`src/design/mrxsh_pkg.sv`:
```
`timescale 1ns / 1ps
// ----------------------------------------------------------------------------
// mrxsh_pkg
// Constants, command and status types shared by the stream hash modules.
// ----------------------------------------------------------------------------
package mrxsh_pkg;

   localparam int CHUNK_BYTES     = 32;
   localparam int WORD_BYTES      = 8;
   localparam int WORDS_PER_CHUNK = CHUNK_BYTES / WORD_BYTES;
   localparam int PENDING_DEPTH   = WORDS_PER_CHUNK - 1;

   localparam logic [1:0] LAST_CHUNK_WORD = 2'(WORDS_PER_CHUNK - 1);
   localparam logic [1:0] PENDING_FULL    = 2'(PENDING_DEPTH);
   localparam logic [3:0] FULL_WORD_BYTES = 4'(WORD_BYTES);

   localparam logic [31:0] KEY_LOW   = 32'h85EB_CA87;
   localparam logic [31:0] MUL_LOW   = 32'h9E37_79F9;
   localparam logic [63:0] TAIL_MUL  = 64'h9E37_79B1_85EB_CA87;
   localparam logic [63:0] AVAL_MUL1 = 64'hFF51_AFD7_ED55_8CCD;
   localparam logic [63:0] AVAL_MUL2 = 64'hC4CE_B9FE_1A85_EC53;

   typedef enum logic [3:0] {
      OP_NOP,
      OP_LOAD,
      OP_PUSH,
      OP_FOLD_MUL,
      OP_FOLD_ACC,
      OP_H_INIT,
      OP_TAIL_XOR,
      OP_MUL_LL,
      OP_MUL_HL,
      OP_MUL_LH,
      OP_MUL_SUM,
      OP_AVAL_XOR,
      OP_EMIT
   } dp_op_type;

   // which step of the finish sequence is running; also picks the multiplier constant
   typedef enum logic [1:0] {
      PH_TAIL,
      PH_AV1,
      PH_AV2,
      PH_FIN
   } phase_type;

   typedef struct packed {
      dp_op_type  op;
      phase_type  phase;
      logic [1:0] word_idx;
      logic       use_cur;
      logic [2:0] byte_idx;
   } cmd_type;

   typedef struct packed {
      logic [1:0] pend_cnt;
      logic [3:0] vb;
      logic       last;
      logic       out_free;
   } status_type;

endpackage

```
`src/design/mrxsh_req_if.sv`:
```
`timescale 1ns / 1ps
// ----------------------------------------------------------------------------
// mrxsh_req_if
// Input channel: one message word per transaction.
// ----------------------------------------------------------------------------
interface mrxsh_req_if;
   logic        valid;
   logic        ready;
   logic [63:0] word;
   logic [3:0]  valid_bytes;
   logic        last;

   modport source (output valid, output word, output valid_bytes, output last,
                   input ready);
   modport sink   (input valid, input word, input valid_bytes, input last,
                   output ready);
endinterface

```
`src/design/mrxsh_rsp_if.sv`:
```
`timescale 1ns / 1ps
// ----------------------------------------------------------------------------
// mrxsh_rsp_if
// Result channel: one hash and length per message.
// ----------------------------------------------------------------------------
interface mrxsh_rsp_if;
   logic        valid;
   logic        ready;
   logic [63:0] hash_value;
   logic [31:0] byte_length;

   modport source (output valid, output hash_value, output byte_length,
                   input ready);
   modport sink   (input valid, input hash_value, input byte_length,
                   output ready);
endinterface

```
`src/design/mrxsh_dp.sv`:
```
`timescale 1ns / 1ps
// ----------------------------------------------------------------------------
// mrxsh_dp
// Hash datapath: word buffer, accumulator, shared 32x32 multiplier and the
// result register.
// ----------------------------------------------------------------------------
module mrxsh_dp
   import mrxsh_pkg::*;
(
   input  logic        clock,
   input  logic        reset,
   input  cmd_type     cmd,
   output status_type  status,
   input  logic [63:0] in_word,
   input  logic [3:0]  in_valid_bytes,
   input  logic        in_last,
   output logic        out_valid,
   input  logic        out_ready,
   output logic [63:0] out_hash_value,
   output logic [31:0] out_byte_length
);

   logic [63:0] acc_ff, acc_in;
   logic [1:0]  cnt_ff, cnt_in;
   logic [31:0] len_ff, len_in;
   logic        rsp_valid_ff, rsp_valid_in;

   logic [63:0] pend_ff [PENDING_DEPTH];
   logic [63:0] pend_in [PENDING_DEPTH];
   logic [63:0] word_ff, word_in;
   logic [3:0]  vb_ff, vb_in;
   logic        last_ff, last_in;
   logic [63:0] h_ff, h_in;
   logic [63:0] prod_ff, prod_in;
   logic [31:0] cross_ff, cross_in;
   logic [63:0] rsp_hash_ff, rsp_hash_in;
   logic [31:0] rsp_len_ff, rsp_len_in;

   logic [63:0] sel_word;
   logic [7:0]  sel_byte;
   logic [63:0] mul_k;
   logic [31:0] mul_a, mul_b;
   logic [63:0] product;
   logic [3:0]  load_bytes;

   always_comb begin
      if (cmd.use_cur) begin
         sel_word = word_ff;
      end else begin
         case (cmd.word_idx)
            2'd0:    sel_word = pend_ff[0];
            2'd1:    sel_word = pend_ff[1];
            2'd2:    sel_word = pend_ff[2];
            default: sel_word = word_ff;
         endcase
      end
   end

   assign sel_byte = sel_word[{cmd.byte_idx, 3'b000} +: 8];

   always_comb begin
      case (cmd.phase)
         PH_AV1:  mul_k = AVAL_MUL1;
         PH_AV2:  mul_k = AVAL_MUL2;
         default: mul_k = TAIL_MUL;
      endcase
   end

   // one shared multiplier, operands picked by the current step
   always_comb begin
      case (cmd.op)
         OP_FOLD_MUL: begin
            mul_a = sel_word[31:0] ^ KEY_LOW;
            mul_b = MUL_LOW;
         end
         OP_MUL_HL: begin
            mul_a = h_ff[63:32];
            mul_b = mul_k[31:0];
         end
         OP_MUL_LH: begin
            mul_a = h_ff[31:0];
            mul_b = mul_k[63:32];
         end
         default: begin
            mul_a = h_ff[31:0];
            mul_b = mul_k[31:0];
         end
      endcase
   end

   assign product = 64'(mul_a) * 64'(mul_b);

   always_comb begin
      if (!in_last) begin
         load_bytes = FULL_WORD_BYTES;
      end else if (in_valid_bytes > FULL_WORD_BYTES) begin
         load_bytes = FULL_WORD_BYTES;
      end else begin
         load_bytes = in_valid_bytes;
      end
   end

   always_comb begin
      acc_in       = acc_ff;
      cnt_in       = cnt_ff;
      len_in       = len_ff;
      rsp_valid_in = rsp_valid_ff;
      pend_in      = pend_ff;
      word_in      = word_ff;
      vb_in        = vb_ff;
      last_in      = last_ff;
      h_in         = h_ff;
      prod_in      = prod_ff;
      cross_in     = cross_ff;
      rsp_hash_in  = rsp_hash_ff;
      rsp_len_in   = rsp_len_ff;

      if (rsp_valid_ff && out_ready) begin
         rsp_valid_in = 1'b0;
      end

      case (cmd.op)
         OP_LOAD: begin
            word_in = in_word;
            vb_in   = load_bytes;
            last_in = in_last;
            len_in  = len_ff + 32'(load_bytes);
         end
         OP_PUSH: begin
            case (cnt_ff)
               2'd0:    pend_in[0] = word_ff;
               2'd1:    pend_in[1] = word_ff;
               default: pend_in[2] = word_ff;
            endcase
            cnt_in = cnt_ff + 2'd1;
         end
         OP_FOLD_MUL: begin
            prod_in = product;
         end
         OP_FOLD_ACC: begin
            // rotate left by 31
            acc_in = acc_ff ^ {prod_ff[32:0], prod_ff[63:33]};
            if (cmd.word_idx == LAST_CHUNK_WORD) begin
               cnt_in = 2'd0;
            end
         end
         OP_H_INIT: begin
            h_in = acc_ff;
         end
         OP_TAIL_XOR: begin
            h_in = h_ff ^ {56'd0, sel_byte};
         end
         OP_MUL_LL: begin
            prod_in = product;
         end
         OP_MUL_HL: begin
            cross_in = product[31:0];
         end
         OP_MUL_LH: begin
            cross_in = cross_ff + product[31:0];
         end
         OP_MUL_SUM: begin
            h_in = prod_ff + {cross_ff, 32'd0};
         end
         OP_AVAL_XOR: begin
            h_in = h_ff ^ {33'd0, h_ff[63:33]};
         end
         OP_EMIT: begin
            rsp_hash_in  = h_ff;
            rsp_len_in   = len_ff;
            rsp_valid_in = 1'b1;
            acc_in       = 64'd0;
            cnt_in       = 2'd0;
            len_in       = 32'd0;
         end
         default: begin
         end
      endcase
   end

   always_ff @(posedge clock) begin
      if (reset) begin
         acc_ff       <= 64'd0;
         cnt_ff       <= 2'd0;
         len_ff       <= 32'd0;
         rsp_valid_ff <= 1'b0;
      end else begin
         acc_ff       <= acc_in;
         cnt_ff       <= cnt_in;
         len_ff       <= len_in;
         rsp_valid_ff <= rsp_valid_in;
      end
   end

   always_ff @(posedge clock) begin
      pend_ff     <= pend_in;
      word_ff     <= word_in;
      vb_ff       <= vb_in;
      last_ff     <= last_in;
      h_ff        <= h_in;
      prod_ff     <= prod_in;
      cross_ff    <= cross_in;
      rsp_hash_ff <= rsp_hash_in;
      rsp_len_ff  <= rsp_len_in;
   end

   assign status.pend_cnt = cnt_ff;
   assign status.vb       = vb_ff;
   assign status.last     = last_ff;
   assign status.out_free = !rsp_valid_ff || out_ready;

   assign out_valid       = rsp_valid_ff;
   assign out_hash_value  = rsp_hash_ff;
   assign out_byte_length = rsp_len_ff;

endmodule

```
`src/design/mrxsh_ctrl.sv`:
```
`timescale 1ns / 1ps
// ----------------------------------------------------------------------------
// mrxsh_ctrl
// Sequencer: buffers words, folds complete chunks, walks the tail bytes and
// runs the avalanche through the shared multiplier.
// ----------------------------------------------------------------------------
module mrxsh_ctrl
   import mrxsh_pkg::*;
(
   input  logic       clock,
   input  logic       reset,
   input  logic       req_valid,
   output logic       req_ready,
   input  status_type status,
   output cmd_type    cmd
);

   typedef enum logic [13:0] {
      ST_IDLE   = 14'b00000000000001,
      ST_DECIDE = 14'b00000000000010,
      ST_FMUL   = 14'b00000000000100,
      ST_FACC   = 14'b00000000001000,
      ST_AINIT  = 14'b00000000010000,
      ST_TINIT  = 14'b00000000100000,
      ST_TNEXT  = 14'b00000001000000,
      ST_TXOR   = 14'b00000010000000,
      ST_M0     = 14'b00000100000000,
      ST_M1     = 14'b00001000000000,
      ST_M2     = 14'b00010000000000,
      ST_M3     = 14'b00100000000000,
      ST_AXOR   = 14'b01000000000000,
      ST_RESULT = 14'b10000000000000
   } state_type;

   state_type  state_ff, state_in;
   logic [1:0] widx_ff, widx_in;
   logic [3:0] bidx_ff, bidx_in;
   phase_type  phase_ff, phase_in;

   logic cur_word;

   // in the tail walk the word after the buffered ones is the final word
   assign cur_word = (widx_ff == status.pend_cnt);

   always_comb begin
      state_in     = state_ff;
      widx_in      = widx_ff;
      bidx_in      = bidx_ff;
      phase_in     = phase_ff;
      req_ready    = 1'b0;
      cmd.op       = OP_NOP;
      cmd.phase    = phase_ff;
      cmd.word_idx = widx_ff;
      cmd.use_cur  = cur_word;
      cmd.byte_idx = bidx_ff[2:0];

      case (state_ff)
         ST_IDLE: begin
            req_ready = 1'b1;
            if (req_valid) begin
               cmd.op   = OP_LOAD;
               state_in = ST_DECIDE;
            end
         end
         ST_DECIDE: begin
            widx_in = 2'd0;
            bidx_in = 4'd0;
            if (!status.last) begin
               if (status.pend_cnt != PENDING_FULL) begin
                  cmd.op   = OP_PUSH;
                  state_in = ST_IDLE;
               end else begin
                  state_in = ST_FMUL;
               end
            end else if (status.pend_cnt == PENDING_FULL &&
                         status.vb == FULL_WORD_BYTES) begin
               state_in = ST_FMUL;
            end else begin
               state_in = ST_TINIT;
            end
         end
         ST_FMUL: begin
            cmd.op      = OP_FOLD_MUL;
            cmd.use_cur = (widx_ff == LAST_CHUNK_WORD);
            state_in    = ST_FACC;
         end
         ST_FACC: begin
            cmd.op = OP_FOLD_ACC;
            if (widx_ff == LAST_CHUNK_WORD) begin
               state_in = status.last ? ST_AINIT : ST_IDLE;
            end else begin
               widx_in  = widx_ff + 2'd1;
               state_in = ST_FMUL;
            end
         end
         ST_AINIT: begin
            cmd.op   = OP_H_INIT;
            phase_in = PH_AV1;
            state_in = ST_AXOR;
         end
         ST_TINIT: begin
            cmd.op   = OP_H_INIT;
            phase_in = PH_TAIL;
            state_in = ST_TNEXT;
         end
         ST_TNEXT: begin
            if (cur_word) begin
               if (bidx_ff == status.vb) begin
                  phase_in = PH_AV1;
                  state_in = ST_AXOR;
               end else begin
                  state_in = ST_TXOR;
               end
            end else if (bidx_ff == FULL_WORD_BYTES) begin
               widx_in = widx_ff + 2'd1;
               bidx_in = 4'd0;
            end else begin
               state_in = ST_TXOR;
            end
         end
         ST_TXOR: begin
            cmd.op   = OP_TAIL_XOR;
            state_in = ST_M0;
         end
         ST_M0: begin
            cmd.op   = OP_MUL_LL;
            state_in = ST_M1;
         end
         ST_M1: begin
            cmd.op   = OP_MUL_HL;
            state_in = ST_M2;
         end
         ST_M2: begin
            cmd.op   = OP_MUL_LH;
            state_in = ST_M3;
         end
         ST_M3: begin
            cmd.op = OP_MUL_SUM;
            case (phase_ff)
               PH_TAIL: begin
                  bidx_in  = bidx_ff + 4'd1;
                  state_in = ST_TNEXT;
               end
               PH_AV1: begin
                  phase_in = PH_AV2;
                  state_in = ST_AXOR;
               end
               default: begin
                  phase_in = PH_FIN;
                  state_in = ST_AXOR;
               end
            endcase
         end
         ST_AXOR: begin
            cmd.op   = OP_AVAL_XOR;
            state_in = (phase_ff == PH_FIN) ? ST_RESULT : ST_M0;
         end
         ST_RESULT: begin
            if (status.out_free) begin
               cmd.op   = OP_EMIT;
               state_in = ST_IDLE;
            end
         end
         default: begin
            state_in = ST_IDLE;
         end
      endcase
   end

   always_ff @(posedge clock) begin
      if (reset) begin
         state_ff <= ST_IDLE;
         widx_ff  <= 2'd0;
         bidx_ff  <= 4'd0;
         phase_ff <= PH_TAIL;
      end else begin
         state_ff <= state_in;
         widx_ff  <= widx_in;
         bidx_ff  <= bidx_in;
         phase_ff <= phase_in;
      end
   end

endmodule

```
`src/design/multiply_rotate_xor_stream_hash.sv`:
```
`timescale 1ns / 1ps
// A message streams in as 64-bit little-endian words, one per transaction,
// and one hash and byte length come out after the word marked last. The
// block takes one word at a time through a single shared 32x32 multiplier.
// A buffered word is stored; a word that completes a 32-byte chunk runs
// four fold multiplies, each followed by an accumulate. A final word that
// closes a chunk goes on to the avalanche; any other final word first walks
// its tail bytes (up to 31 tail bytes) with a multiply per byte. Every 64-bit
// multiply of the tail and avalanche is split into three 32x32
// partial products. The result waits in an output register, so
// the next message can start while it is still held; a later result that
// finds that register still full waits in its last step until it drains.
// ----------------------------------------------------------------------------
// multiply_rotate_xor_stream_hash
// Streaming multiply-rotate-xor hash, top level.
// ----------------------------------------------------------------------------
module multiply_rotate_xor_stream_hash
   import mrxsh_pkg::*;
(
   input  logic  clock,
   input  logic  reset,
   mrxsh_req_if.sink   req_bus,
   mrxsh_rsp_if.source rsp_bus
);

   cmd_type    cmd;
   status_type status;

   mrxsh_ctrl u_ctrl (
      .clock     (clock),
      .reset     (reset),
      .req_valid (req_bus.valid),
      .req_ready (req_bus.ready),
      .status    (status),
      .cmd       (cmd)
   );

   mrxsh_dp u_dp (
      .clock           (clock),
      .reset           (reset),
      .cmd             (cmd),
      .status          (status),
      .in_word         (req_bus.word),
      .in_valid_bytes  (req_bus.valid_bytes),
      .in_last         (req_bus.last),
      .out_valid       (rsp_bus.valid),
      .out_ready       (rsp_bus.ready),
      .out_hash_value  (rsp_bus.hash_value),
      .out_byte_length (rsp_bus.byte_length)
   );

endmodule
```
`src/flat_wrapper.sv`:
```
// flat-port wrapper written by rule: the top's interface ports become plain ports
module multiply_rotate_xor_stream_hash_flat import mrxsh_pkg::*;
  (clock, reset, req_bus_valid, req_bus_word, req_bus_valid_bytes, req_bus_last, req_bus_ready, rsp_bus_valid, rsp_bus_hash_value, rsp_bus_byte_length, rsp_bus_ready);
  mrxsh_req_if req_bus_i ();
  mrxsh_rsp_if rsp_bus_i ();
  input  logic clock;
  input  logic reset;
  input wire logic [$bits(req_bus_i.valid)-1:0] req_bus_valid;
  input wire logic [$bits(req_bus_i.word)-1:0] req_bus_word;
  input wire logic [$bits(req_bus_i.valid_bytes)-1:0] req_bus_valid_bytes;
  input wire logic [$bits(req_bus_i.last)-1:0] req_bus_last;
  output wire logic [$bits(req_bus_i.ready)-1:0] req_bus_ready;
  output wire logic [$bits(rsp_bus_i.valid)-1:0] rsp_bus_valid;
  output wire logic [$bits(rsp_bus_i.hash_value)-1:0] rsp_bus_hash_value;
  output wire logic [$bits(rsp_bus_i.byte_length)-1:0] rsp_bus_byte_length;
  input wire logic [$bits(rsp_bus_i.ready)-1:0] rsp_bus_ready;
  assign req_bus_i.valid = req_bus_valid;
  assign req_bus_i.word = req_bus_word;
  assign req_bus_i.valid_bytes = req_bus_valid_bytes;
  assign req_bus_i.last = req_bus_last;
  assign req_bus_ready = req_bus_i.ready;
  assign rsp_bus_valid = rsp_bus_i.valid;
  assign rsp_bus_hash_value = rsp_bus_i.hash_value;
  assign rsp_bus_byte_length = rsp_bus_i.byte_length;
  assign rsp_bus_i.ready = rsp_bus_ready;
  multiply_rotate_xor_stream_hash u_core (.clock(clock), .reset(reset), .req_bus(req_bus_i), .rsp_bus(rsp_bus_i));
endmodule
```
`config.mk`:
```
export PLATFORM = sky130hd
export DESIGN_NAME = multiply_rotate_xor_stream_hash_flat
export DESIGN_NICKNAME = d
export VERILOG_FILES = /design/src/design/mrxsh_pkg.sv /design/src/design/mrxsh_req_if.sv /design/src/design/mrxsh_rsp_if.sv /design/src/design/mrxsh_dp.sv /design/src/design/mrxsh_ctrl.sv /design/src/design/multiply_rotate_xor_stream_hash.sv /design/src/flat_wrapper.sv
export SDC_FILE = /design/constraint.sdc
export NUM_CORES = 2
export LEC_CHECK = 0
export BUFFER_PORTS_ARGS = -buffer_cell sky130_fd_sc_hd__buf_4
export CELL_PAD_IN_SITES_DETAIL_PLACEMENT = 0
export CELL_PAD_IN_SITES_GLOBAL_PLACEMENT = 1
export CORE_MARGIN = 2
export CORE_UTILIZATION = 47
export DETAILED_ROUTE_END_ITERATION = 7
export HOLD_SLACK_MARGIN = 0.12
export PLACE_DENSITY_LB_ADDON = 0.1
export RECOVER_POWER = 25
export SYNTH_ARGS = -nofsm -noshare
export SYNTH_HDL_FRONTEND = slang
export SYNTH_HIERARCHICAL = 1
export SYNTH_SLANG_ARGS = --single-unit
```
`constraint.sdc`:
```
create_clock -name clock -period 10.65 [get_ports clock]
set_clock_uncertainty 0.1 [all_clocks]
set_input_delay 1.065 -clock clock [delete_from_list [all_inputs] [get_ports clock]]
set_output_delay 1.065 -clock clock [all_outputs]
set_load 0.05 [all_outputs]
```
Word level (Yosys, flattened, before mapping):

Cells that the tools add are included.

* RAM bits: 0
* logic and storage cells: 157
* memories: 0
* register bits after elaboration: 638
* latch bits: 0
* memory bits (read-only): 0
* input port bits: 73

* $lt $le $gt $ge: 1
* eq/ne operators: 50
* div/mod/pow operators: 0
* $mul: 1
* reduce and logical (&&, ||, !) cells: 27
* bitwise logic cells: 5
* muxes and demuxes: 47
* add/subtract/negate cells: 6
* shift operators: 1

Operators with widths (number)
* 32-bit one-hot mux with 2 select lines: 4
* 64-bit one-hot mux with 4 select lines: 1
* 14-bit one-hot mux with 14 select lines: 1
* 64-bit one-hot mux with 3 select lines: 1
* 64-bit one-hot mux with 2 select lines: 1
* 63-bit one-hot mux with 2 select lines: 1
* 14-bit two-way mux: 6
* 64-bit adder: 1
* 32-bit by 32-bit multiplier with 64-bit output: 1
* 64-bit two-way mux: 1
* 64-bit by 7-bit variable part select with 8-bit output: 1
* 64-bit by 31-bit bitwise XOR with 64-bit output: 1
* 64-bit bitwise XOR: 1
* 64-bit by 8-bit bitwise XOR with 64-bit output: 1
* 4-bit one-hot mux with 12 select lines: 1
* 32-bit adder: 1
* 32-bit by 4-bit adder with 32-bit output: 1
* 4-bit == test, second input constant: 7
* 13-bit two-way mux: 2
* 4-bit two-way mux: 6
* 2-bit inequality test, second input constant: 9
* 17-bit inverter: 1
* 4-bit by 3-bit == test with 1-bit output, second input constant: 4
* 2-bit two-way mux: 8
* 45 further kinds: 76

Longest topological paths before layout:

* depth after elaboration: 9
* depth in mapped cells: 49

Cells and area by module:

The synthesis kept the hierarchy.

Modules (own cells, without submodules)
* mrxsh_dp: area each 58895.2 um2, instances 1, sequential area each 17506.8 um2, cells each 5696
* mrxsh_ctrl: area each 1556.5 um2, instances 1, sequential area each 440.4 um2, cells each 195

Worst setup path after synthesis:

OpenSTA, ideal clock, no wires.

* kind: input to register
* start point: input rsp_bus_ready
* end point: register u_core.u_dp.cross_ff[30], data pin
* arrival: 10.598 ns
* path slack: -0.314 ns
* buffers on the path: 4
* required time: 10.285 ns
* cell stages on the path: 40
* cell sequence: nand2b_1 nand4b_1 nand4_1 nand2b_4 nor3_1 nor2_1 buf_2 buf_2 a221oi_1 buf_2 nor2_1 fa_1 inv_1 fa_1 fa_1 fa_1 inv_1 fa_1 [... 4 more ...] fa_1 ha_1 buf_2 a21oi_1 inv_1 a31oi_1 nand2_1 xor2_1 ha_1 and3_1 nand4_1 or2_2 o32a_1 a21oi_2 a221oi_2 o311ai_1 or3_1 nand3_1

RTL lines
* start: declaration: RTL line flat_wrapper.sv:16 `input wire logic [$bits(rsp_bus_i.ready)-1:0] rsp_bus_ready;`
* end signal: assignment: RTL line mrxsh_dp.sv:202 `cross_ff <= cross_in;`
* end: declaration: RTL line mrxsh_dp.sv:35 `logic [31:0] cross_ff, cross_in;`

==> summary by stage <==
Status
The run finished, with violations left. The final reports fail on setup timing.

Floorplanning
The initial standard-cell utilization of the core is approximately 47%. The die extent in y is between 300 and 400 µm. The count of boundary I/O pins is approximately 170. The die footprint is 131500 µm². The core outline area is approximately 130000 µm². The number of placement rows is 131. The width of the die is about 360 µm.

Power
Dividing total power by cell area gives a power density of approximately 230 nW/µm². In this run the static leakage power is ~34 nW. The worst-case IR drop observed on VDD is 0.4739 mV. After layout, the design draws a total of around 17 mW.

Logic synthesis
The number of different library cells used by synthesis comes to approximately 100. The total standard cell area after synthesis is about 60000 µm². After synthesis, the cell types taking the most area are fa_1 30%, edfxtp_1 26%, ha_1 7.0%.

After synthesis, the mean cell area works out to 10.26 µm². The number of register bits inferred by synthesis is approximately 640. After synthesis, flip-flops and latches occupy slightly below 30% of the total area. Of all flip-flops after synthesis, the portion carrying an async set or reset was 0%. The post-synthesis instance total is 5891. Yosys mapped a number of flops with a built-in enable equal to between 500 and 600. The number of nets in the synthesized netlist is around 7200. The cell accounting for the most synthesized area is fa_1.

During synthesis, Yosys emitted a total of 6 warnings. The dominant synthesized flop cell is edfxtp_1. The share of synthesized area in the top cell type comes to between 20 and 30%.

STA
The number of hold violations in the final report was 0. The worst slew margin relative to its limit is a little under a third. The final worst setup slack is -0.06887 ns.

Setup repair after global routing could not meet its margin everywhere. The final critical path time including I/O delays and setup is approximately 11 ns. Based on the critical path, the design can be clocked at up to approximately 0.093 GHz.

Setup violations remaining at the end of the flow were counted as 5. After layout, the worst path uses 100.6% of the clock period. The worst-margin pin slew is between 1 and 1.5 ns. The total count of max-transition violations in the final report was 0.

Final layout
The area of all placed cells without fillers is about 74000 µm². The count of filler cells inserted in the layout is 11330. The top cell types in the final layout, fill and taps aside, are 999 x buf_4, 988 x inv_1, 852 x fa_1. In the final layout, flip-flops and latches occupy 17960 µm². The layout overhead on the synthesized area is 22.44%. The ratio of cells with drive above 1 in the final layout is ~23%.

The most common cell after layout, fill and taps aside is buf_4. In the final layout, the multi-input gates occupy between 30000 and 40000 µm². The number of nets at the end of the flow is between 8000 and 9000.

Clock tree
The CTS clock-pin slew for the worst setup and hold paths is 0.07 ns. The clock network latency to the later pin of the worst-skew pair is ~0.66 ns. In this run the clock root is driven by a clkbuf_16. The number of buffers on the longest clock path is 3. The clock tree from TritonCTS is done. The total number of clock tree sinks is approximately 640. The cts-stage hold buffer count is 0. Clock tree synthesis inserted a total of 58 buffers. The H-tree was split into 2 levels.

Routing
After the first detailed-routing iteration, the DRC count stood at roughly 5000. Dividing the detail-routed wire length by the instance count gives about 27 µm. The number of design rule violations left after detail routing is 0. The vias per cell is roughly 5.5. Once detail routing completed, the nets flagged for antenna violations numbered 0. The routed wire length is between 200 and 250 mm. The first-pass detailed-route iteration total is 5.

Summing over every cut layer, the via total after detailed routing is around 47000.

Run
The number of maximum-capacitance constraint violations is 0.

Global routing
The number of global-route vias before repair is about 48000. Summed over all layers, the global routing overflow is 0. The initial antenna violation count is 10. The overall routing resource usage is between 30% and 40%. Entering global routing, the biggest net connects 70 pins.

The wire length of the first global-routing pass is 332.2 mm.

Worst setup path
The kind of end point of the critical path is a flop. The worst setup path is launched from a flop. The highest net fanout along the worst path is 6. The data arrival time of the worst path is around 11 ns.

STA puts the critical path data required time at 10.94 ns. In this design, the critical path's most frequently occurring cell is a21o_1. The kind of critical path is reg2reg.

On the worst path, the slowest cell contributes a delay of around 0.55 ns. The slowest stage of the critical path belongs to the cell fa_1.

Place
Detailed placement ended at an HPWL of about 190 mm. Summing all placed instances gives a cell area of approximately 70000 µm². The total of buffers placed on input and output ports is 170. The final weighted congestion in routability-driven placement is 1.021.

Hold path
The worst hold path class is reg2reg.
[power breakdown]
group | leakage [nW] | internal [mW] | switching [mW] | total (mW)
logic | 26.9 | 5.75 | 6.36 | 12.1
clock network | 0.940 | 1.19 | 0.977 | 2.17
registers | 5.77 | 3.02 | 0.0357 | 3.06
[what timing repair did]
action,CTS,global route
endpoints found under the setup margin,31,36
pin swaps,52,85
gates resized for setup,125,217
gates cloned,2,0
buffers inserted,30,33
[critical path: cells and delay by family (launching register included)]
family	cells	cell delay (ns)
adder cells (fa/ha/maj)	10	3.95
AO/OA/AOI/OAI	12	2.85
AND/OR/NAND/NOR	9	1.59
buffers and inverters	9	1.11
flip-flops	1	0.37
XOR/XNOR	2	0.26
multiplexers	1	0.23
[cell usage after synthesis (67+ instances only)]
master	n
a21oi_1	221
edfxtp_1	517
inv_1	1005
nor2_1	722
clkbuf_1	191
a21o_1	77
xor2_1	144
o21ai_0	165
dfxtp_1	121
fa_1	899
xnor2_1	110
mux2i_1	67
ha_1	339
nand2_1	586
[final timing paths]
check,end,depth (start not counted),slack (ns),startpoint
max reg2reg,u_core/u_dp/cross_ff[31],43,-0.07,u_core/u_ctrl/state_ff[3]
min reg2reg,u_core/u_dp/out_byte_length[31],0,0.35,u_core/u_dp/len_ff[31]
max,u_core/u_dp/cross_ff[31],43,-0.07,u_core/u_ctrl/state_ff[3]
min,u_core/u_dp/out_byte_length[31],0,0.35,u_core/u_dp/len_ff[31]
[stage by stage]
step	setup WS (ns)	util, %	cells	hold WS (ns)	setup TNS (ns)
4_1_cts	-0.03138	57.14	8500	0.3582	-0.06066
3_3_place_gp	-0.7068	54.93	8358	0.3369	-14.05
6_report	-0.06887	58.04	8535	0.3547	-0.2908
2_1_floorplan	0.003809	-	5891	0.3174	0
3_5_place_dp	-0.8603	54.93	8358	0.3435	-17.23
5_1_grt	-0.4005	58.04	8533	0.3771	-3.339
[registers in the layout, summed over array words and instances (netlist names)]
register                     flops
u_core/u_dp/len_ff              32
u_core/u_dp/h_ff                64
u_core/u_dp/out_byte_length     32
u_core/u_ctrl/widx_ff            2
u_core/u_dp/last_ff              1
u_core/u_ctrl/state_ff          14
u_core/u_dp/acc_ff              64
u_core/u_dp/vb_ff                4
u_core/u_ctrl/phase_ff           2
u_core/u_dp/out_hash_value      64
u_core/u_ctrl/bidx_ff            4
u_core/u_dp/out_valid            1
u_core/u_dp/pend_ff            192
u_core/u_dp/cnt_ff               2
u_core/u_dp/prod_ff             64
u_core/u_dp/cross_ff            32
u_core/u_dp/word_ff             64
[area by class of cell]
cell class                 instances  area share, %
inverter                        1024          5.213
clock buffer                      73          2.105
timing repair buffer            1126          12.19
multi-input combinational       3973          52.88
tap                             1662          2.809
antenna                            2       0.006762
sequential                       638          24.27
clock inverter                    37         0.5308
[per-layer routing]
layer | global-route usage (%) | vias to the layer above | share of wire (%)
met2 | 53.68 | 1994 | 45
met3 | 6.796 | 316 | 9.0
met4 | 12.86 | 2 | 4.2
met5 | 0 | - | 0.0039
met1 | 49.94 | 23840 | 42
li1 | - | 20780 | -
[kinds of logic after synthesis]
logic type,after synthesis,share of synthesized area [%]
buf+inv,1281,8.134
simple gates,1636,11.57
compound gates,755,8.380
xor+xnor,254,3.680
mux,89,1.761
flops,638,29.69
fa+ha+maj,1238,36.79
(Power assumes the default switching activity.)
